### src/rtl/dcdp_pkg.sv
// ----------------------------------------------------------------------------
// dcdp_pkg: shared definitions for the dual channel drive PID unit
// Widths, limits, register codes and the structs passed between modules.
// ----------------------------------------------------------------------------
package dcdp_pkg;

  localparam int POS_W     = 24;  // encoder position
  localparam int TGT_W     = 10;  // target in inches
  localparam int TCNT_W    = 16;  // target scaled to counts
  localparam int GAIN_W    = 20;  // unsigned Q4.16 gain
  localparam int ERR_W     = 26;  // error and derivative
  localparam int SUM_W     = 10;  // bounded integral
  localparam int PROD_W    = ERR_W + GAIN_W + 1;
  localparam int IPROD_W   = SUM_W + GAIN_W + 1;
  localparam int ACC_W     = PROD_W + 1;
  localparam int FRAC_W    = 16;
  localparam int PWR_W     = 16;
  localparam int CFG_IDX_W = 3;
  localparam int CFG_DAT_W = 20;

  localparam logic signed [TCNT_W-1:0] CNT_PER_INCH = 16'sd59;
  localparam int DONE_LIMIT = 5;
  localparam int SUM_LIMIT  = 300;

  localparam logic [GAIN_W-1:0] LEFT_KP_RST  = 20'd38339;
  localparam logic [GAIN_W-1:0] LEFT_KI_RST  = 20'd33;
  localparam logic [GAIN_W-1:0] LEFT_KD_RST  = 20'd328;
  localparam logic [GAIN_W-1:0] RIGHT_KP_RST = 20'd39322;
  localparam logic [GAIN_W-1:0] RIGHT_KI_RST = 20'd33;
  localparam logic [GAIN_W-1:0] RIGHT_KD_RST = 20'd328;

  typedef enum logic [CFG_IDX_W-1:0] {
    REG_LEFT_TARGET  = 3'd0,
    REG_RIGHT_TARGET = 3'd1,
    REG_LEFT_KP      = 3'd2,
    REG_LEFT_KI      = 3'd3,
    REG_LEFT_KD      = 3'd4,
    REG_RIGHT_KP     = 3'd5,
    REG_RIGHT_KI     = 3'd6,
    REG_RIGHT_KD     = 3'd7
  } cfg_idx_t;

  typedef struct packed {
    logic [TGT_W-1:0]  left_target;
    logic [TGT_W-1:0]  right_target;
    logic [GAIN_W-1:0] left_kp;
    logic [GAIN_W-1:0] left_ki;
    logic [GAIN_W-1:0] left_kd;
    logic [GAIN_W-1:0] right_kp;
    logic [GAIN_W-1:0] right_ki;
    logic [GAIN_W-1:0] right_kd;
  } cfg_t;

  // Load strobes for the three pipeline stages behind the input register.
  typedef struct packed {
    logic ld1;
    logic ld2;
    logic ld3;
  } pipe_ctrl_t;

endpackage

### src/rtl/dcdp_side.sv
// ----------------------------------------------------------------------------
// dcdp_side: datapath of one PID channel
// Error, derivative and integral (zeroed past its limit), then the three gain products,
// then the sum, truncation toward zero and 16-bit saturation.
// ----------------------------------------------------------------------------
module dcdp_side (
  input  logic                                     clk,
  input  logic                                     rst_n,
  input  dcdp_pkg::pipe_ctrl_t                     ctrl,
  input  logic signed [dcdp_pkg::POS_W-1:0]        pos_a,
  input  logic signed [dcdp_pkg::POS_W-1:0]        pos_b,
  input  logic signed [dcdp_pkg::TGT_W-1:0]        target,
  input  logic        [dcdp_pkg::GAIN_W-1:0]       kp,
  input  logic        [dcdp_pkg::GAIN_W-1:0]       ki,
  input  logic        [dcdp_pkg::GAIN_W-1:0]       kd,
  output logic signed [dcdp_pkg::PWR_W-1:0]        power,
  output logic                                     err_small
);
  import dcdp_pkg::*;

  localparam logic signed [ERR_W-1:0] SUM_HI  = ERR_W'(SUM_LIMIT);
  localparam logic signed [ERR_W-1:0] SUM_LO  = -SUM_HI;
  localparam logic signed [ERR_W-1:0] DONE_HI = ERR_W'(DONE_LIMIT);
  localparam logic signed [ERR_W-1:0] DONE_LO = -DONE_HI;

  // Stage 1: error terms. err_r and sum_r are also the controller state.
  logic signed [POS_W:0]    pair_sum;
  logic signed [POS_W:0]    pair_adj;
  logic signed [POS_W-1:0]  avg;
  logic signed [TCNT_W-1:0] tgt_ext;
  logic signed [TCNT_W-1:0] tgt_cnt;
  logic signed [ERR_W-1:0]  err_nxt;
  logic signed [ERR_W-1:0]  der_nxt;
  logic signed [ERR_W-1:0]  isum_full;
  logic signed [SUM_W-1:0]  sum_nxt;
  logic                     small_nxt;
  logic signed [ERR_W-1:0]  err_r;
  logic signed [ERR_W-1:0]  der_r;
  logic signed [SUM_W-1:0]  sum_r;
  logic                     small1_r;

  // Stage 2: products.
  logic signed [PROD_W-1:0]  prod_p_nxt;
  logic signed [IPROD_W-1:0] prod_i_nxt;
  logic signed [PROD_W-1:0]  prod_d_nxt;
  logic signed [PROD_W-1:0]  prod_p_r;
  logic signed [IPROD_W-1:0] prod_i_r;
  logic signed [PROD_W-1:0]  prod_d_r;
  logic                      small2_r;

  // Stage 3: sum and output.
  logic signed [ACC_W-1:0]         acc;
  logic signed [ACC_W-1:0]         acc_adj;
  logic signed [ACC_W-FRAC_W-1:0]  quot;
  logic [ACC_W-FRAC_W-PWR_W:0]     quot_top;
  logic signed [PWR_W-1:0]         power_nxt;
  logic signed [PWR_W-1:0]         power_r;
  logic                            small3_r;

  // Average of the two encoders, rounded toward zero.
  assign pair_sum = {pos_a[POS_W-1], pos_a} + {pos_b[POS_W-1], pos_b};
  assign pair_adj = pair_sum + {{POS_W{1'b0}}, pair_sum[POS_W]};
  assign avg      = pair_adj[POS_W:1];

  assign tgt_ext = {{(TCNT_W-TGT_W){target[TGT_W-1]}}, target};
  assign tgt_cnt = tgt_ext * CNT_PER_INCH;

  assign err_nxt = {{(ERR_W-TCNT_W){tgt_cnt[TCNT_W-1]}}, tgt_cnt}
                 - {{(ERR_W-POS_W){avg[POS_W-1]}}, avg};
  assign der_nxt = err_nxt - err_r;

  // The integral is dropped to zero once its magnitude runs past the limit.
  assign isum_full = {{(ERR_W-SUM_W){sum_r[SUM_W-1]}}, sum_r} + err_nxt;
  assign sum_nxt   = (isum_full > SUM_HI || isum_full < SUM_LO) ? '0
                                                                 : isum_full[SUM_W-1:0];
  assign small_nxt = (err_nxt < DONE_HI) && (err_nxt > DONE_LO);

  always_ff @(posedge clk) begin
    if (!rst_n) begin
      err_r <= '0;
      sum_r <= '0;
    end else if (ctrl.ld1) begin
      err_r <= err_nxt;
      sum_r <= sum_nxt;
    end
  end

  always_ff @(posedge clk) begin
    if (ctrl.ld1) begin
      der_r    <= der_nxt;
      small1_r <= small_nxt;
    end
  end

  assign prod_p_nxt = err_r * $signed({1'b0, kp});
  assign prod_i_nxt = sum_r * $signed({1'b0, ki});
  assign prod_d_nxt = der_r * $signed({1'b0, kd});

  always_ff @(posedge clk) begin
    if (ctrl.ld2) begin
      prod_p_r <= prod_p_nxt;
      prod_i_r <= prod_i_nxt;
      prod_d_r <= prod_d_nxt;
      small2_r <= small1_r;
    end
  end

  assign acc = {prod_p_r[PROD_W-1], prod_p_r}
             + {{(ACC_W-IPROD_W){prod_i_r[IPROD_W-1]}}, prod_i_r}
             + {prod_d_r[PROD_W-1], prod_d_r};

  // Bias negative values so the arithmetic shift truncates toward zero.
  assign acc_adj  = acc + {{(ACC_W-FRAC_W){1'b0}}, {FRAC_W{acc[ACC_W-1]}}};
  assign quot     = acc_adj[ACC_W-1:FRAC_W];
  assign quot_top = quot[ACC_W-FRAC_W-1:PWR_W-1];

  always_comb begin
    if ((&quot_top) || !(|quot_top)) begin
      power_nxt = quot[PWR_W-1:0];
    end else if (quot[ACC_W-FRAC_W-1]) begin
      power_nxt = {1'b1, {(PWR_W-1){1'b0}}};
    end else begin
      power_nxt = {1'b0, {(PWR_W-1){1'b1}}};
    end
  end

  always_ff @(posedge clk) begin
    if (ctrl.ld3) begin
      power_r  <= power_nxt;
      small3_r <= small2_r;
    end
  end

  assign power     = power_r;
  assign err_small = small3_r;

endmodule

### config.mk
export PLATFORM = sky130hd
export DESIGN_NAME = dcdp_side
export DESIGN_NICKNAME = d
export VERILOG_FILES = /design/src/rtl/dcdp_pkg.sv /design/src/rtl/dcdp_side.sv
export SDC_FILE = /design/constraint.sdc
export NUM_CORES = 2
export LEC_CHECK = 0
export BUFFER_PORTS_ARGS = -buffer_cell sky130_fd_sc_hd__buf_2
export CAP_MARGIN = 10
export CORE_MARGIN = 2
export CORE_UTILIZATION = 50
export CTS_CLUSTER_DIAMETER = 100
export DETAILED_ROUTE_END_ITERATION = 8
export PLACE_DENSITY = 0.72
export SKIP_LAST_GASP = 1
export SLEW_MARGIN = 15
export SYNTH_ARGS = -nofsm -noshare
export SYNTH_HDL_FRONTEND = slang
export SYNTH_SLANG_ARGS = --single-unit
export TNS_END_PERCENT = 5
### constraint.sdc
create_clock -name clk -period 11.55 [get_ports clk]
set_clock_uncertainty 0.15 [all_clocks]
set_input_delay 1.155 -clock clk [delete_from_list [all_inputs] [get_ports clk]]
set_output_delay 1.155 -clock clk [all_outputs]
set_load 0.02 [all_outputs]
==> metrics.cfg <==
[final_layout]
regArea_sq_mm = 0.00578
multiInputGateArea_sq_mm = 0.0495
num-fill-cells = 10969
nNetsFinal = 8515
area_growth_pct = 4.51
drive_gt1_share_pct = 4.26

[flow_run]
maxCapViolations = 0

[global_routing]
grt_pass1_wl_mm = 259
grt_use_total_pct = 25.8
grt_max_degree = 75
grt_pass1_vias = 48293
antenna_found_initial = 15
grt_overflow_total = 0

[worst_hold_path]
min_from = small1_r$_DFFE_PP_
hp-class = reg -> reg

[cts]
cts.clk_slew.worst_paths_ns = 0.07
cts_max_level = 1
clockBufferDepth = 3
cts_root_buf = clkbuf_16
cts_resized = 0
tritoncts = done
cts_setup_buffers = 0
cts-buffers-inserted = 23
cts_hold_buf = 0
insertion_delay_ns = 0.56
clock_sinks = 204

[detailed_routing]
wirelength_mm = 159
via_count = 45190
drtIter0Drc = 2627
antenna_left = 0
vias_per_cell = 5.48
drtPass1Iterations = 5
wl_per_cell_um = 19.2
drc = 0

[synthesis]
synth_cells = 6664
synth_nets = 8571
synth_seq_area_share_pct = 9.39
synth_mux_area_share_pct = 0.407
synth_fa_ha_area_share_pct = 51.6
yosys-top-cells-area = fa_1, ha_1, inv_1, edfxtp_1, and2_1
synth_edf_count = 169
synth_area_sq_mm = 0.0615
synthArstFlopShare_pct = 0
synth_xor_xnor_area_share_pct = 4.09
synth_top_family_by_area = adder cells
synth.distinct_cells = 104
ys_warn_count = 0
yosys.cell_count.top_type = inv_1
synthFlopType = edfxtp_1
synth_commonest_cells = inv_1, fa_1, nand2_1
ys_ff_latch = 204
synth_compound_area_share_pct = 8.43
synth-simple-area-share_pct = 16.0
synth_top_area_share_pct = 40.9
synth.largest_area_cell = fa_1
syn_avg_cell_area_sq_um = 9.23

[critical_path]
crit_path_start = pos_a[0]
r2r_slack_ns = 2.85
critPathRequiredTime_ns = 11.89
start_kind = primary input
critPathMaxFanout = 9
cp_slowest_cell = or4b_2
arrival_ns = 10.65
slowest_delay_ns = 0.62
reg2reg_from = der_r[5]$_DFFE_PP_
end_kind = flop
crit_type = in -> reg

[timing]
hold_viol = 0
worstMarginPinSlew_ns = 1.08
min_period_ns = 10.31
fmax_ghz = 0.0970
rsz0062_at_grt = false
setup_viol_count_final = 0
drv_slew = 0
min_period_over_period_pct = 89.3
tns_ns = 0
setup_slack_ns = 1.24
relSlewSlack_pct = 27.9

[place]
io_buffer_count = 139
dp_hpwl_mm = 129
gp_congestion = 0.942
pre_cts_ws_ns = 0.713

[die]
dieArea_sq_mm = 0.126
die-width_um = 355
pin_count = 140
start_util_pct = 50.5
fp-row-count = 128
die_h_um = 355
core_sq_mm = 0.122

[run_status]
status = finished clean

cell usage in the layout, fill, tap and decap left out, types with 12 or more instances in the layout:
master,n
clkbuf_16,23
buf_2,138
nor2b_1,46
o21a_1,53
a211o_1,22
and3_1,33
nand3_1,65
o31ai_1,17
o21ai_1,26
nand4_1,30
and4_1,12
and2_1,573
nor3_1,59
nor4_1,13
or2_2,13
fa_1,1255
nor2_1,174
xnor2_1,200
a21o_1,94
buf_4,42
mux2i_1,25
nand2_1,833
edfxtp_1,169
ha_1,529
o21bai_1,32
or3_1,24
a31oi_1,24
inv_1,1372
nand2b_1,48
a21boi_0,14
o211ai_1,15
a21oi_1,196
a211oi_1,31
o21ai_0,112
dfxtp_1,35
xor2_1,85
per-layer routing:
metal  vias to the layer above  GRT usage, %  wire length, um
met5                         -             0              161
met4                        22          5.65             3810
met1                     23000          34.6            67100
met3                       232          5.15            12000
li1                      20505             -                -
met2                      1431          43.3            75700
cells by family after synthesis:
| family | count (synthesis) |
|---|---|
| buffers and inverters | 1633 |
| AOI/OAI and AO/OA | 760 |
| xor gates and xnor gates | 286 |
| DFF | 204 |
| adders and majority gates | 1784 |
| and+or+nand+nor | 1972 |
| muxes | 25 |
state kept, by name, indices dropped and copies added, names as in the netlist:
name / flops
prod_d_r: 47
prod_p_r: 46
prod_i_r: 31
der_r: 26
err_r: 25
power: 16
sum_r: 10
err_small: 1
small1_r: 1
small2_r: 1
worst max-delay path, delay by kind of cell:
kind                     cells  cell delay [ns]
AO/OA/AOI/OAI               19             4.56
AND/OR/NAND/NOR              9             2.68
adder cells (fa/ha/maj)      5             1.54
XOR/XNOR                     2             0.54
buffers and inverters        2             0.15
per-stage QoR:
step	instance area, sq um	util, %	std cells	hold slack [ns]
after floorplan	61500	-	6664	0.250
after global placement	63500	52.1	8208	0.256
after detailed placement	63500	52.1	8208	0.265
after CTS	64200	52.7	8249	0.272
after global routing	64300	52.7	8250	0.283
final	64300	52.7	8253	0.271
cell type report:
cell class | count | share of cell area, %
clock inverters | 15 | 0.245
clock buffers | 26 | 0.913
diodes | 4 | 0.0156
well taps | 1625 | 3.16
flip-flops and latches | 204 | 8.99
multi-input cells | 4827 | 77.1
inverters | 1372 | 8.01
repair buffers | 180 | 1.57
worst paths after layout:
kind / endpoint / depth (start not counted)
max: sum_r[2]$_SDFFE_PN0P_ / 37
min: small2_r$_DFFE_PP_ / 0
max reg2reg: prod_d_r[46]$_DFFE_PP_ / 27
min reg2reg: small2_r$_DFFE_PP_ / 0
Power is not shown: default switching activity piles up to over one toggle a cycle in this logic, so the estimate is an artifact.
