==> src/rtl/dcdp_pkg.sv <==
// ----------------------------------------------------------------------------
// dcdp_pkg: shared definitions for the dual channel drive PID unit
// Widths, limits, register codes and the structs passed between modules.
// ----------------------------------------------------------------------------
package dcdp_pkg;

  localparam int POS_W     = 24;  // encoder position
  localparam int TGT_W     = 10;  // target in inches
  localparam int TCNT_W    = 16;  // target scaled to counts
  localparam int GAIN_W    = 20;  // unsigned Q4.16 gain
  localparam int ERR_W     = 26;  // error and derivative
  localparam int SUM_W     = 10;  // bounded integral
  localparam int PROD_W    = ERR_W + GAIN_W + 1;
  localparam int IPROD_W   = SUM_W + GAIN_W + 1;
  localparam int ACC_W     = PROD_W + 1;
  localparam int FRAC_W    = 16;
  localparam int PWR_W     = 16;
  localparam int CFG_IDX_W = 3;
  localparam int CFG_DAT_W = 20;

  localparam logic signed [TCNT_W-1:0] CNT_PER_INCH = 16'sd59;
  localparam int DONE_LIMIT = 5;
  localparam int SUM_LIMIT  = 300;

  localparam logic [GAIN_W-1:0] LEFT_KP_RST  = 20'd38339;
  localparam logic [GAIN_W-1:0] LEFT_KI_RST  = 20'd33;
  localparam logic [GAIN_W-1:0] LEFT_KD_RST  = 20'd328;
  localparam logic [GAIN_W-1:0] RIGHT_KP_RST = 20'd39322;
  localparam logic [GAIN_W-1:0] RIGHT_KI_RST = 20'd33;
  localparam logic [GAIN_W-1:0] RIGHT_KD_RST = 20'd328;

  typedef enum logic [CFG_IDX_W-1:0] {
    REG_LEFT_TARGET  = 3'd0,
    REG_RIGHT_TARGET = 3'd1,
    REG_LEFT_KP      = 3'd2,
    REG_LEFT_KI      = 3'd3,
    REG_LEFT_KD      = 3'd4,
    REG_RIGHT_KP     = 3'd5,
    REG_RIGHT_KI     = 3'd6,
    REG_RIGHT_KD     = 3'd7
  } cfg_idx_t;

  typedef struct packed {
    logic [TGT_W-1:0]  left_target;
    logic [TGT_W-1:0]  right_target;
    logic [GAIN_W-1:0] left_kp;
    logic [GAIN_W-1:0] left_ki;
    logic [GAIN_W-1:0] left_kd;
    logic [GAIN_W-1:0] right_kp;
    logic [GAIN_W-1:0] right_ki;
    logic [GAIN_W-1:0] right_kd;
  } cfg_t;

  // Load strobes for the three pipeline stages behind the input register.
  typedef struct packed {
    logic ld1;
    logic ld2;
    logic ld3;
  } pipe_ctrl_t;

endpackage

==> src/rtl/dcdp_cfg.sv <==
// ----------------------------------------------------------------------------
// dcdp_cfg: configuration register file
// Holds the two targets and six gains; a write is always accepted and registered.
// ----------------------------------------------------------------------------
module dcdp_cfg (
  input  logic                                 clk,
  input  logic                                 rst_n,
  input  logic                                 cfg_valid,
  output logic                                 cfg_ready,
  input  logic [dcdp_pkg::CFG_IDX_W-1:0]       cfg_index,
  input  logic [dcdp_pkg::CFG_DAT_W-1:0]       cfg_data,
  output dcdp_pkg::cfg_t                       cfg
);
  import dcdp_pkg::*;

  cfg_t cfg_r;
  cfg_t cfg_nxt;

  assign cfg_ready = 1'b1;

  always_comb begin
    cfg_nxt = cfg_r;
    if (cfg_valid) begin
      unique case (cfg_idx_t'(cfg_index))
        REG_LEFT_TARGET:  cfg_nxt.left_target  = cfg_data[TGT_W-1:0];
        REG_RIGHT_TARGET: cfg_nxt.right_target = cfg_data[TGT_W-1:0];
        REG_LEFT_KP:      cfg_nxt.left_kp      = cfg_data[GAIN_W-1:0];
        REG_LEFT_KI:      cfg_nxt.left_ki      = cfg_data[GAIN_W-1:0];
        REG_LEFT_KD:      cfg_nxt.left_kd      = cfg_data[GAIN_W-1:0];
        REG_RIGHT_KP:     cfg_nxt.right_kp     = cfg_data[GAIN_W-1:0];
        REG_RIGHT_KI:     cfg_nxt.right_ki     = cfg_data[GAIN_W-1:0];
        REG_RIGHT_KD:     cfg_nxt.right_kd     = cfg_data[GAIN_W-1:0];
        default: ;
      endcase
    end
  end

  always_ff @(posedge clk) begin
    if (!rst_n) begin
      cfg_r.left_target  <= '0;
      cfg_r.right_target <= '0;
      cfg_r.left_kp      <= LEFT_KP_RST;
      cfg_r.left_ki      <= LEFT_KI_RST;
      cfg_r.left_kd      <= LEFT_KD_RST;
      cfg_r.right_kp     <= RIGHT_KP_RST;
      cfg_r.right_ki     <= RIGHT_KI_RST;
      cfg_r.right_kd     <= RIGHT_KD_RST;
    end else begin
      cfg_r <= cfg_nxt;
    end
  end

  assign cfg = cfg_r;

endmodule

==> config.mk <==
export PLATFORM = sky130hd
export DESIGN_NAME = dcdp_cfg
export DESIGN_NICKNAME = d
export VERILOG_FILES = /design/src/rtl/dcdp_pkg.sv /design/src/rtl/dcdp_cfg.sv
export SDC_FILE = /design/constraint.sdc
export NUM_CORES = 1
export LEC_CHECK = 0
export ABC_AREA = 1
export BUFFER_PORTS_ARGS = -buffer_cell sky130_fd_sc_hd__buf_2
export CORE_MARGIN = 3
export CORE_UTILIZATION = 51
export CTS_CLUSTER_DIAMETER = 30
export DETAILED_ROUTE_END_ITERATION = 10
export PLACE_DENSITY = 0.91
export REMOVE_ABC_BUFFERS = 1
export SETUP_SLACK_MARGIN = 0.5
export SYNTH_ARGS = -nofsm -noshare
export SYNTH_HDL_FRONTEND = slang
export SYNTH_SLANG_ARGS = --single-unit
==> constraint.sdc <==
create_clock -name clk -period 1 [get_ports clk]
set_input_delay 0.05 -clock clk [delete_from_list [all_inputs] [get_ports clk]]
set_output_delay 0.05 -clock clk [all_outputs]
set_load 0.05 [all_outputs]
==> results of run 1 <==
per-layer routing:
layer	global-route usage, %	GRT overflow
met5	4.02	0
met2	86.6	0
met1	65.0	0
met3	47.2	0
met4	68.3	2
what timing repair did:
| item | 4_1_cts |
|---|---|
| gates resized for setup | 548 |
| hold buffers | 10 |
| endpoints found under the setup margin | 280 |
| pin swaps | 209 |
| gates cloned | 1 |
| setup buffers | 8 |
| endpoints found under the hold margin | 80 |
logic make-up after synthesis:
logic type / after synthesis / share of synthesized area [%]
other: 1 / 0.0692
buffers and inverters: 76 / 6.51
flip-flops: 140 / 51.7
AND/OR/NAND/NOR: 557 / 41.7
per-stage QoR:
| stage | hold slack (ps) | instances | utilization [%] | setup TNS, ps |
|---|---|---|---|---|
| CTS | -177 | 1114 | 86.2 | -9040 |
| global placement | 263 | 1064 | 64.3 | -2210 |
| floorplan | 135 | 725 | - | -76590 |
| detailed placement | 286 | 1064 | 64.3 | -5010 |
==> impl_metrics.csv, run 1 <==
group,metric,value,unit
synthesis,synth-edff-count,0,
global_routing,antenna_found_initial,1,
synthesis,yosysSeqAreaShare,51.7,%
floorplanning,start_util,52.5,%
cts,cts_max_level,4,
synthesis,synth_common_cells,"nor2_1, nand2_1, dfxtp_1",
synthesis,synth.most_common_cell,"nor2_1",
status,error,"[ERROR GRT-0232] Routing congestion too high. Check the congestion heatmap in the GUI.",
sta,grt-worst-endpoint,"cfg[90]",
cts,cts_buffer_depth,2,
synthesis,synth_area_leader_cell,"dfxtp_1",
floorplanning,num_io_pins,167,
place,gp_congestion,0.872,
place,pre_cts_slack,-108,ps
cts,cts_num_sinks,140,
synthesis,syn_area_per_cell,7.00,sq um
status,lastStage,"5_1_grt",
floorplanning,rows,37,
synthesis,yosys-top-cells-area,"dfxtp_1, nor2_1, nand2_1",
global_routing,grt_overflow,2,
synthesis,async_flop_share,0,%
place,place.port_buffers,165,
synthesis,syn_inst,774,
synthesis,synth_top_area_share,51.7,%
cts,clock-root-buffer,"clkbuf_8",
synthesis,yosys_warnings,0,
synthesis,synth_ff_type,"dfxtp_1",
synthesis,synth-seq-cells,140,
status,status,"did not finish",
cts,cts_buffers,17,
synthesis,syn_area,5420,sq um
place,place_area,6640,sq um
floorplanning,fp.dieW,109,um
synthesis,synthDistinctLibCells,13,
floorplanning,die_y,109,um
sta,worstEndpointType,"primary output",
place,dp_hpwl,11100,um
global_routing,grt_max_degree,35,
global_routing,grt_use_total,66.2,%
==> inputs of run 2 (changes only) <==
--- a/config.mk
+++ b/config.mk
@@ -8,12 +8,10 @@
 export ABC_AREA = 1
 export BUFFER_PORTS_ARGS = -buffer_cell sky130_fd_sc_hd__buf_2
 export CORE_MARGIN = 3
-export CORE_UTILIZATION = 51
-export CTS_CLUSTER_DIAMETER = 30
+export CORE_UTILIZATION = 39
 export DETAILED_ROUTE_END_ITERATION = 10
-export PLACE_DENSITY = 0.91
+export PLACE_DENSITY_LB_ADDON = 0.15
 export REMOVE_ABC_BUFFERS = 1
-export SETUP_SLACK_MARGIN = 0.5
 export SYNTH_ARGS = -nofsm -noshare
 export SYNTH_HDL_FRONTEND = slang
 export SYNTH_SLANG_ARGS = --single-unit
==> run 2 against run 1 <==
The run now ends clean. Area after synthesis unchanged. Synthesized cell count did not move.
==> impl_metrics.csv, run 2 <==
group,metric,value,unit
floorplanning,die_y,124,um
sta,timing.setup.tns,0,ps
synthesis,synth_top_area_share,51.7,%
floorplanning,fp.dieW,124,um
drt,via_per_inst,4.77,
floorplanning,die_area,15300,sq um
global_routing,grt_pass1_vias,5060,
job,maxCapViolCount,0,
synthesis,syn_area,5420,sq um
status,status,"completed",
cts,cts_max_level,4,
sta,clock.fmax,1.02,GHz
place,place.port_buffers,165,
worst_hold_path,hp-class,"input pin to flip-flop",
place,gp_congestion,0.782,
power_and_ir_drop,p_int,0.0120,W
cts,tritoncts,"yes",
synthesis,yosys-top-cells-area,"dfxtp_1, nor2_1, nand2_1",
critical_path,worst_ep_arrival_time,930,ps
synthesis,synthDistinctLibCells,13,
floorplanning,core,13400,sq um
cts,clock-root-buffer,"clkbuf_16",
power_and_ir_drop,p_total,0.0160,W
sta,finalHoldViolCount,0,
finish,final_cell_mix,"nor2_1, nand2_1, dfxtp_2",
critical_path,path_cells,"buf_8",
finish,layout_commonest_cell,"nor2_1",
critical_path,crit_type,"flip-flop to primary output",
finish,insertedDiodeCount,0,
finish,fin_nets,992,
finish,area_delta_synth_final,61.2,%
critical_path,cp-end-kind,"primary output",
sta,period_minus_slack,981,ps
critical_path,required,950,ps
finish,register_area,2970,sq um
global_routing,grt_overflow,0,
drt,firstDrtPassIters,6,
power_and_ir_drop,p_switching,0.00398,W
synthesis,yosys_warnings,0,
synthesis,async_flop_share,0,%
synthesis,syn_area_per_cell,7.00,sq um
global_routing,antenna_found_initial,0,
cts,clk_pin_slew_worst_paths,60,ps
sta,period_share,98.1,%
critical_path,critical_path.max_fanout,2,
finish,largest_reg_flops,140,
floorplanning,rows,42,
power_and_ir_drop,power_density,1830,nW/um^2
place,dp_hpwl,11200,um
cts,clkLatencyLatePin,410,ps
cts,cts_buffers,17,
finish,drive_above_1_share,39.9,%
synthesis,synth_area_leader_cell,"dfxtp_1",
drt,drc,0,
critical_path,cp-start-kind,"flip-flop",
finish,multi_input_area,2290,sq um
cts,cts_buffer_depth,2,
power_and_ir_drop,p_seq_share,37.3,%
drt,avgRoutedWirePerCell,14.7,um
drt,drt_iter0_drc,488,
sta,rsz0062_at_grt,"yes",
synthesis,synth-edff-count,0,
finish,final.fill_count,1182,
synthesis,synth.most_common_cell,"nor2_1",
drt,vias,5505,
critical_path,crit_family,"flip-flops",
power_and_ir_drop,p_leak,4.00,nW
sta,skew,0,ps
worst_hold_path,min-delay-start,"cfg_data[19]",
floorplanning,num_io_pins,167,
cts,cts_num_sinks,140,
floorplanning,start_util,40.4,%
critical_path,rr_startpoint,"cfg[44]",
critical_path,cp-startpoint,"cfg[45]",
sta,setup_viol,0,
synthesis,syn_inst,774,
global_routing,grt_max_degree,44,
sta,slew_violations,0,
power_and_ir_drop,comb_power_share,14.2,%
critical_path,critical-path-max-stage-delay,360,ps
drt,antenna_left,0,
synthesis,synth_common_cells,"nor2_1, nand2_1, dfxtp_1",
synthesis,yosysSeqAreaShare,51.7,%
power_and_ir_drop,switching_share,24.9,%
synthesis,synth-seq-cells,140,
critical_path,slowest_stage,"dfxtp_2",
critical_path,worst-path-buf-inv,1,
global_routing,grt_use_total,22.5,%
synthesis,synth_ff_type,"dfxtp_1",
power_and_ir_drop,ir_worst_vdd,1150,uV
power_and_ir_drop,p_clk_share,48.5,%
drt,wl,17000,um
global_routing,grt_pass1_wl,26500,um
[run 2: cell families (layout without fill, tap and decap cells)]
kind of cell / Yosys count / after routing / share of synthesized area (%)
and+or+nand+nor: 557 / 557 / 41.7
DFF: 140 / 140 / 51.7
other: 1 / 1 / 0.0692
buffers and inverters: 76 / 281 / 6.51
[run 2: worst paths after layout]
check	endpoint	slack [ps]	depth (start not counted)
worst max-delay path	cfg[45]	20	1
worst max register to register	cfg[44]	270	3
worst min-delay path	cfg[19]	20	5
worst min register to register	cfg[3]	470	2
[run 2: power groups by stage]
stage	Sequential, W	Clock [W]	Combinational [W]
2_1_floorplan	0.00667	0	0.000565
3_3_place_gp	0.00600	0	0.00194
3_5_place_dp	0.00600	0	0.00195
4_1_cts	0.00595	0.00782	0.00223
5_1_grt	0.00599	0.00811	0.00243
6_report	0.00597	0.00776	0.00227
[run 2: through the flow]
| step | worst slack (ps) | cell area [sq um] | instances | hold slack, ps | utilization (%) |
|---|---|---|---|---|---|
| after floorplan | -1420 | 5170 | 725 | 135 | - |
| after CTS | 0.170 | 8530 | 1154 | 2.38 | 63.7 |
| after global placement | -52.3 | 6700 | 1109 | 266 | 50.0 |
| after detailed placement | -70.8 | 6700 | 1109 | 278 | 50.0 |
| final | 18.5 | 8730 | 1155 | 19.8 | 65.2 |
| after global routing | -16.3 | 8730 | 1155 | 41.9 | 65.2 |
[run 2: cell type report]
class	count	share of cell area [%]
clock buffer	21	5.39
inverter	27	1.16
timing repair buffer	222	27.7
tap	176	2.52
clock inverter	11	2.98
multi-input combinational	558	26.2
sequential	140	34.1
[run 2: layer usage]
metal | share of wire [%] | track usage (%) | vias to the layer above
met5 | 0 | 0 | -
met4 | 1.3 | 7.13 | 0
met3 | 5.6 | 6.04 | 17
met2 | 51 | 38.0 | 152
met1 | 42 | 27.9 | 2547
li1 | - | - | 2789
[run 2: repair_timing]
item	CTS	global route
gates resized for setup	355	93
setup endpoints to repair	140	91
buffers inserted	0	1
pin swaps	0	0
endpoints found under the hold margin	34	0
hold buffers	13	0
Power figures use the tool's default switching activity.
==> inputs of run 3 (changes only) <==
--- a/config.mk
+++ b/config.mk
@@ -5,7 +5,7 @@
 export SDC_FILE = /design/constraint.sdc
 export NUM_CORES = 1
 export LEC_CHECK = 0
-export ABC_AREA = 1
+export ABC_CLOCK_PERIOD_IN_PS = 1000
 export BUFFER_PORTS_ARGS = -buffer_cell sky130_fd_sc_hd__buf_2
 export CORE_MARGIN = 3
 export CORE_UTILIZATION = 39
==> run 3 against run 2 <==
Cell area decreased by 6.0%. Die area shrank 3.8%. Synthesized cell count decreased by 36%. Core utilization is 1.2 points lower. Register-to-register slack better by 30 ps. Global-route usage is 2.0 points lower. Power down 16%. Routed wire length is 13% lower. Highest routed layer unchanged.
==> impl_metrics.csv, run 3 <==
group,metric,value,unit
synthesis,synthDistinctLibCells,15,
synthesis,syn_area_per_cell,10.4,sq um
place,dp.cells,829,
power_and_ir_drop,p_switching,0.00320,W
drt,via_per_inst,4.80,
floorplanning,num_io_pins,167,
critical_path,critical-path-max-stage-delay,350,ps
global_routing,grt_pass1_vias,4436,
global_routing,grt_pass1_wl,23400,um
sta,clock.fmax,1.02,GHz
global_routing,grt_use_total,20.5,%
drt,drt_iter0_drc,179,
synthesis,syn_area,5200,sq um
synthesis,async_flop_share,0,%
finish,finish.instance_area,8210,sq um
synthesis,synth_ff_type,"dfxtp_1",
sta,rsz0062_at_grt,"yes",
sta,timing.setup.tns,0,ps
critical_path,cp-start-kind,"flip-flop",
drt,antenna_left,0,
power_and_ir_drop,power_density,1630,nW/um^2
power_and_ir_drop,p_leak,4.04,nW
global_routing,antenna_found_initial,0,
job,maxCapViolCount,0,
synthesis,yosys_warnings,0,
place,dp_hpwl,9550,um
sta,hold_slack,14.9,ps
place,place_area,6400,sq um
power_and_ir_drop,switching_share,24.0,%
power_and_ir_drop,p_seq_share,43.5,%
drt,firstDrtPassIters,4,
floorplanning,start_util,40.6,%
synthesis,syn_inst,498,
critical_path,crit_family,"flip-flops",
sta,setup_viol,0,
cts,cts_num_sinks,140,
floorplanning,core,12800,sq um
finish,area_delta_synth_final,57.8,%
power_and_ir_drop,p_int,0.0102,W
critical_path,required,950,ps
critical_path,crit_type,"flip-flop to primary output",
finish,largest_reg_flops,140,
cts,clock-root-buffer,"clkbuf_16",
finish,layout_commonest_cell,"mux2i_1",
finish,fin_cells,874,
floorplanning,die_area,14800,sq um
critical_path,critical_path.max_fanout,2,
synthesis,yosys-top-cells-area,"dfxtp_1, mux2i_1, nand2_1",
finish,drive_above_1_share,51.7,%
power_and_ir_drop,ir_worst_vdd,1140,uV
synthesis,synth-edff-count,0,
critical_path,slowest_stage,"dfxtp_1",
critical_path,worst_ep_arrival_time,930,ps
critical_path,path_cells,"buf_6",
sta,finalHoldViolCount,0,
floorplanning,fp.dieW,121,um
global_routing,grt_max_degree,63,
drt,drc,0,
cts,cts_buffer_depth,2,
critical_path,cp-end-kind,"primary output",
drt,avgRoutedWirePerCell,16.9,um
finish,final_cell_mix,"mux2i_1, nand2_1, dfxtp_2",
cts,cts_max_level,4,
cts,clk_pin_slew_worst_paths,60,ps
finish,fin_nets,716,
power_and_ir_drop,comb_power_share,10.6,%
critical_path,r2r-end,"cfg[56]",
synthesis,synth_area_leader_cell,"dfxtp_1",
finish,insertedDiodeCount,0,
sta,skew,0,ps
sta,slew_violations,0,
worst_hold_path,hold_depth,3,
sta,period_minus_slack,978,ps
place,place.port_buffers,165,
critical_path,rrSetupSlack,300,ps
worst_hold_path,min-delay-start,"cfg_data[17]",
floorplanning,rows,41,
critical_path,rr_startpoint,"cfg[56]",
drt,wl,14800,um
global_routing,grt_overflow,0,
worst_hold_path,hp-class,"input pin to flip-flop",
power_and_ir_drop,p_clk_share,45.8,%
cts,cts_buffers,17,
floorplanning,die_y,121,um
place,gp_congestion,0.775,
worst_hold_path,whs_endpoint,"cfg[77]",
critical_path,worst-path-buf-inv,1,
critical_path,r2r.worst_path.cells,3,
cts,tritoncts,"yes",
synthesis,synth_common_cells,"dfxtp_1, mux2i_1, nand2_1",
cts,clkLatencyLatePin,410,ps
status,status,"completed",
drt,vias,4198,
synthesis,synth_top_area_share,53.9,%
synthesis,synth-seq-cells,140,
sta,period_share,97.8,%
synthesis,yosysSeqAreaShare,53.9,%
run 3: changes by cell type after synthesis, sizes merged, moves of 19 or more:
cell   before  now
nand3     123    0
nor2b       0   38
nor2      240    0
inv        27    0
buf        36   17
mux2i       0  140
nand2     194  134
run 3: worst max-delay path by stage:
stage | end | start | slack, ps | cells past startpoint
2_1_floorplan | cfg[60] | cfg_index[1] | -430 | 2
3_3_place_gp | cfg[132] | cfg_index[0] | -150 | 4
3_5_place_dp | cfg[137] | cfg_index[0] | -160 | 4
4_1_cts | cfg[113] | cfg[113] | 0.01 | 1
5_1_grt | cfg[50] | cfg[50] | -4 | 1
6_report | cfg[65] | cfg[65] | 20 | 1
run 3: repair_timing:
action	in CTS	in global routing
setup endpoints to repair	140	84
hold buffers	13	0
resized for setup	342	88
endpoints found under the hold margin	41	0
pin swaps	0	0
setup buffers	0	1
run 3: power by group through the flow:
stage	combinational [W]	sequential [W]	clock, W
after floorplan	0.000317	0.00631	0
after global placement	0.00120	0.00589	0
after detailed placement	0.00122	0.00589	0
after CTS	0.00141	0.00581	0.00621
after global routing	0.00150	0.00583	0.00646
final	0.00142	0.00582	0.00613
run 3: logic make-up (layout without fill, tap and decap cells):
kind of cell | count (synthesis) | count (layout) | synth area share (%)
AND/OR/NAND/NOR | 181 | 181 | 15.9
flip-flops | 140 | 140 | 53.9
other | 1 | 1 | 0.0721
multiplexers | 140 | 140 | 26.9
buffers and inverters | 36 | 240 | 3.18
run 3: metal layers:
layer	vias up	global-route usage, %	wire (um)
met5	-	0	0
met4	0	7.84	274
met3	25	8.34	1170
met2	125	34.3	7250
met1	2014	23.4	6070
li1	2034	-	-
run 3: through the flow:
step           utilization, %  total power [W]  worst slack [ps]
2_1_floorplan               -          0.00663              -430
3_3_place_gp             49.9          0.00709              -151
3_5_place_dp             49.9          0.00711              -159
4_1_cts                  62.8           0.0134            0.0138
5_1_grt                  64.0           0.0138             -4.37
6_report                 64.0           0.0134              21.7
run 3: cell type report:
| type | count | area [sq um] |
|---|---|---|
| multi-input combinational | 322 | 2240 |
| clock inverter | 8 | 90.1 |
| fill | 1011 | 4620 |
| clock buffer | 23 | 488 |
| timing repair buffer | 209 | 2200 |
| sequential | 140 | 2980 |
| tap | 172 | 215 |
==> inputs of run 4 (changes only) <==
--- a/config.mk
+++ b/config.mk
@@ -7,9 +7,12 @@
 export LEC_CHECK = 0
 export ABC_CLOCK_PERIOD_IN_PS = 1000
 export BUFFER_PORTS_ARGS = -buffer_cell sky130_fd_sc_hd__buf_2
+export CELL_PAD_IN_SITES_DETAIL_PLACEMENT = 0
+export CELL_PAD_IN_SITES_GLOBAL_PLACEMENT = 1
 export CORE_MARGIN = 3
-export CORE_UTILIZATION = 39
+export CORE_UTILIZATION = 38
 export DETAILED_ROUTE_END_ITERATION = 10
+export MAX_ROUTING_LAYER = met4
 export PLACE_DENSITY_LB_ADDON = 0.15
 export REMOVE_ABC_BUFFERS = 1
 export SYNTH_ARGS = -nofsm -noshare
==> run 4 against run 3 <==
Sequential cell count unchanged. Combinational power about the same. Routed wire length down 2.2%. First-iteration DRC count down 15%. Global-route usage down 0.31 points. Die area up 2.5%. Count of clock-buffer cells in the layout up 2. Power up 0.12%. Worst setup slack better by 5.6 ps. Clock skew unchanged. Non-clock buffer count up 3. Clock power about the same. Critical path type unchanged. Critical endpoint is now cfg[1]. Largest power group unchanged.
==> impl_metrics.csv, run 4 (synthesized netlist as in run 3, its figures left out) <==
group,metric,value,unit
global_routing,grt_use_total,20.2,%
floorplanning,die_y,123,um
floorplanning,num_io_pins,167,
finish,final_cell_mix,"mux2i_1, nand2_1, dfxtp_2",
drt,drt_iter0_drc,152,
finish,layout_commonest_cell,"mux2i_1",
drt,firstDrtPassIters,4,
power_and_ir_drop,p_clk_share,45.8,%
job,maxCapViolCount,0,
place,dp.cells,836,
floorplanning,start_util,39.1,%
place,gp_congestion,0.742,
critical_path,r2r-end,"cfg[16]",
critical_path,rr_startpoint,"cfg[16]",
power_and_ir_drop,ir_worst_vdd,968,uV
critical_path,r2r.worst_path.cells,3,
finish,drive_above_1_share,51.5,%
critical_path,worst-path-buf-inv,1,
global_routing,grt_max_degree,42,
status,status,"completed",
sta,setup_viol,0,
drt,drc,0,
critical_path,worst_ep_arrival_time,920,ps
floorplanning,die_area,15100,sq um
power_and_ir_drop,switching_share,23.7,%
place,dp_hpwl,9890,um
finish,fin_cells,881,
global_routing,globalRouteMet2Util,33.5,%
cts,clkLatencyLatePin,410,ps
critical_path,cp-startpoint,"cfg[1]",
global_routing,grt_overflow,0,
sta,slew_violations,0,
critical_path,crit_end,"cfg[1]",
drt,via_per_inst,4.70,
cts,cts_buffer_depth,2,
power_and_ir_drop,p_switching,0.00317,W
critical_path,required,950,ps
global_routing,grt-busiest-layer,"met2",
cts,clock-root-buffer,"clkbuf_16",
critical_path,crit_cells,1,
sta,skew,0,ps
critical_path,critical_path.max_fanout,2,
critical_path,path_cells,"buf_6",
sta,rsz0062_at_grt,"yes",
sta,period_share,97.3,%
finish,fin_nets,719,
finish,area_delta_synth_final,59.0,%
drt,vias,4145,
critical_path,cp-start-kind,"flip-flop",
critical_path,cp-end-kind,"primary output",
power_and_ir_drop,p_seq_share,43.5,%
global_routing,grt_pass1_wl,22600,um
power_and_ir_drop,comb_power_share,10.8,%
global_routing,antenna_found_initial,0,
global_routing,grt_util_met3,6.54,%
sta,setup_ws,27.2,ps
critical_path,crit_family,"flip-flops",
cts,clk_pin_slew_worst_paths,60,ps
critical_path,rrSetupSlack,320,ps
critical_path,slowest_stage,"dfxtp_1",
power_and_ir_drop,p_int,0.0102,W
global_routing,grt_pass1_vias,4290,
cts,cts_num_sinks,140,
place,pre_cts_slack,-187,ps
sta,clock.fmax,1.03,GHz
finish,insertedDiodeCount,0,
power_and_ir_drop,p_leak,4.05,nW
critical_path,crit_type,"flip-flop to primary output",
cts,cts_buffers,17,
drt,avgRoutedWirePerCell,16.4,um
finish,fin_util,62.2,%
cts,cts_max_level,4,
sta,finalHoldViolCount,0,
critical_path,critical-path-max-stage-delay,350,ps
sta,hold_slack,16.2,ps
global_routing,use_met1,23.3,%
floorplanning,rows,42,
finish,largest_reg_flops,140,
worst_hold_path,hp-class,"input pin to flip-flop",
drt,antenna_left,0,
floorplanning,fp.dieW,123,um
floorplanning,core,13300,sq um
finish,final.fill_count,1112,
place,place.port_buffers,165,
sta,period_minus_slack,973,ps
power_and_ir_drop,power_density,1620,nW/um^2
drt,wl,14400,um
cts,tritoncts,"yes",
-- run 4: how the worst min path moves through the flow --
| stage | startpoint | end | depth (start not counted) |
|---|---|---|---|
| floorplan | rst_n | cfg[102] | 2 |
| global placement | cfg_data[4] | cfg[44] | 3 |
| detailed placement | cfg_data[11] | cfg[51] | 3 |
| CTS | cfg_data[16] | cfg[16] | 3 |
| global route | cfg_data[13] | cfg[113] | 3 |
| finish | cfg_data[13] | cfg[13] | 3 |
-- run 4: area by class of cell --
type / instances / area [sq um] / share of cell area (%)
clock inverters: 6 / 85.1 / 1.03
repair buffers: 212 / 2250 / 27.3
flip-flops and latches: 140 / 2980 / 36.0
multi-input cells: 322 / 2240 / 27.1
clock buffers: 25 / 495 / 5.99
well taps: 176 / 220 / 2.66
-- run 4: routing by layer --
| metal | vias to the layer above | part of all wire, % |
|---|---|---|
| met5 | - | 0 |
| met4 | 0 | 1.3 |
| met3 | 12 | 6.3 |
| met2 | 122 | 50 |
| met1 | 1977 | 42 |
| li1 | 2034 | - |
-- run 4: power by group through the flow --
| stage | clock network (W) | logic, W | registers, W |
|---|---|---|---|
| 6_report | 0.00612 | 0.00144 | 0.00582 |
| 2_1_floorplan | 0 | 0.000317 | 0.00631 |
| 5_1_grt | 0.00652 | 0.00153 | 0.00583 |
| 3_3_place_gp | 0 | 0.00124 | 0.00589 |
| 3_5_place_dp | 0 | 0.00125 | 0.00589 |
| 4_1_cts | 0.00625 | 0.00143 | 0.00581 |
-- run 4: stage by stage --
step / instance area [sq um] / TNS, ps / power, W
floorplan: 5040 / -42980 / 0.00663
global placement: 6450 / -7200 / 0.00712
detailed placement: 6450 / -7860 / 0.00714
CTS: 8100 / 0 / 0.0135
global route: 8270 / -42.1 / 0.0139
finish: 8270 / 0 / 0.0134
-- run 4: timing repair --
| item | CTS | global route |
|---|---|---|
| endpoints found under the hold margin | 41 | 0 |
| endpoints found under the setup margin | 140 | 79 |
| resized for setup | 345 | 86 |
| setup buffers | 0 | 1 |
| hold buffers | 13 | 0 |
| cloned | 0 | 0 |
-- run 4: tightest hold or removal path: stages --
cell and delay [ps]:
buf_2 80, nand2_1 120, mux2i_1 140
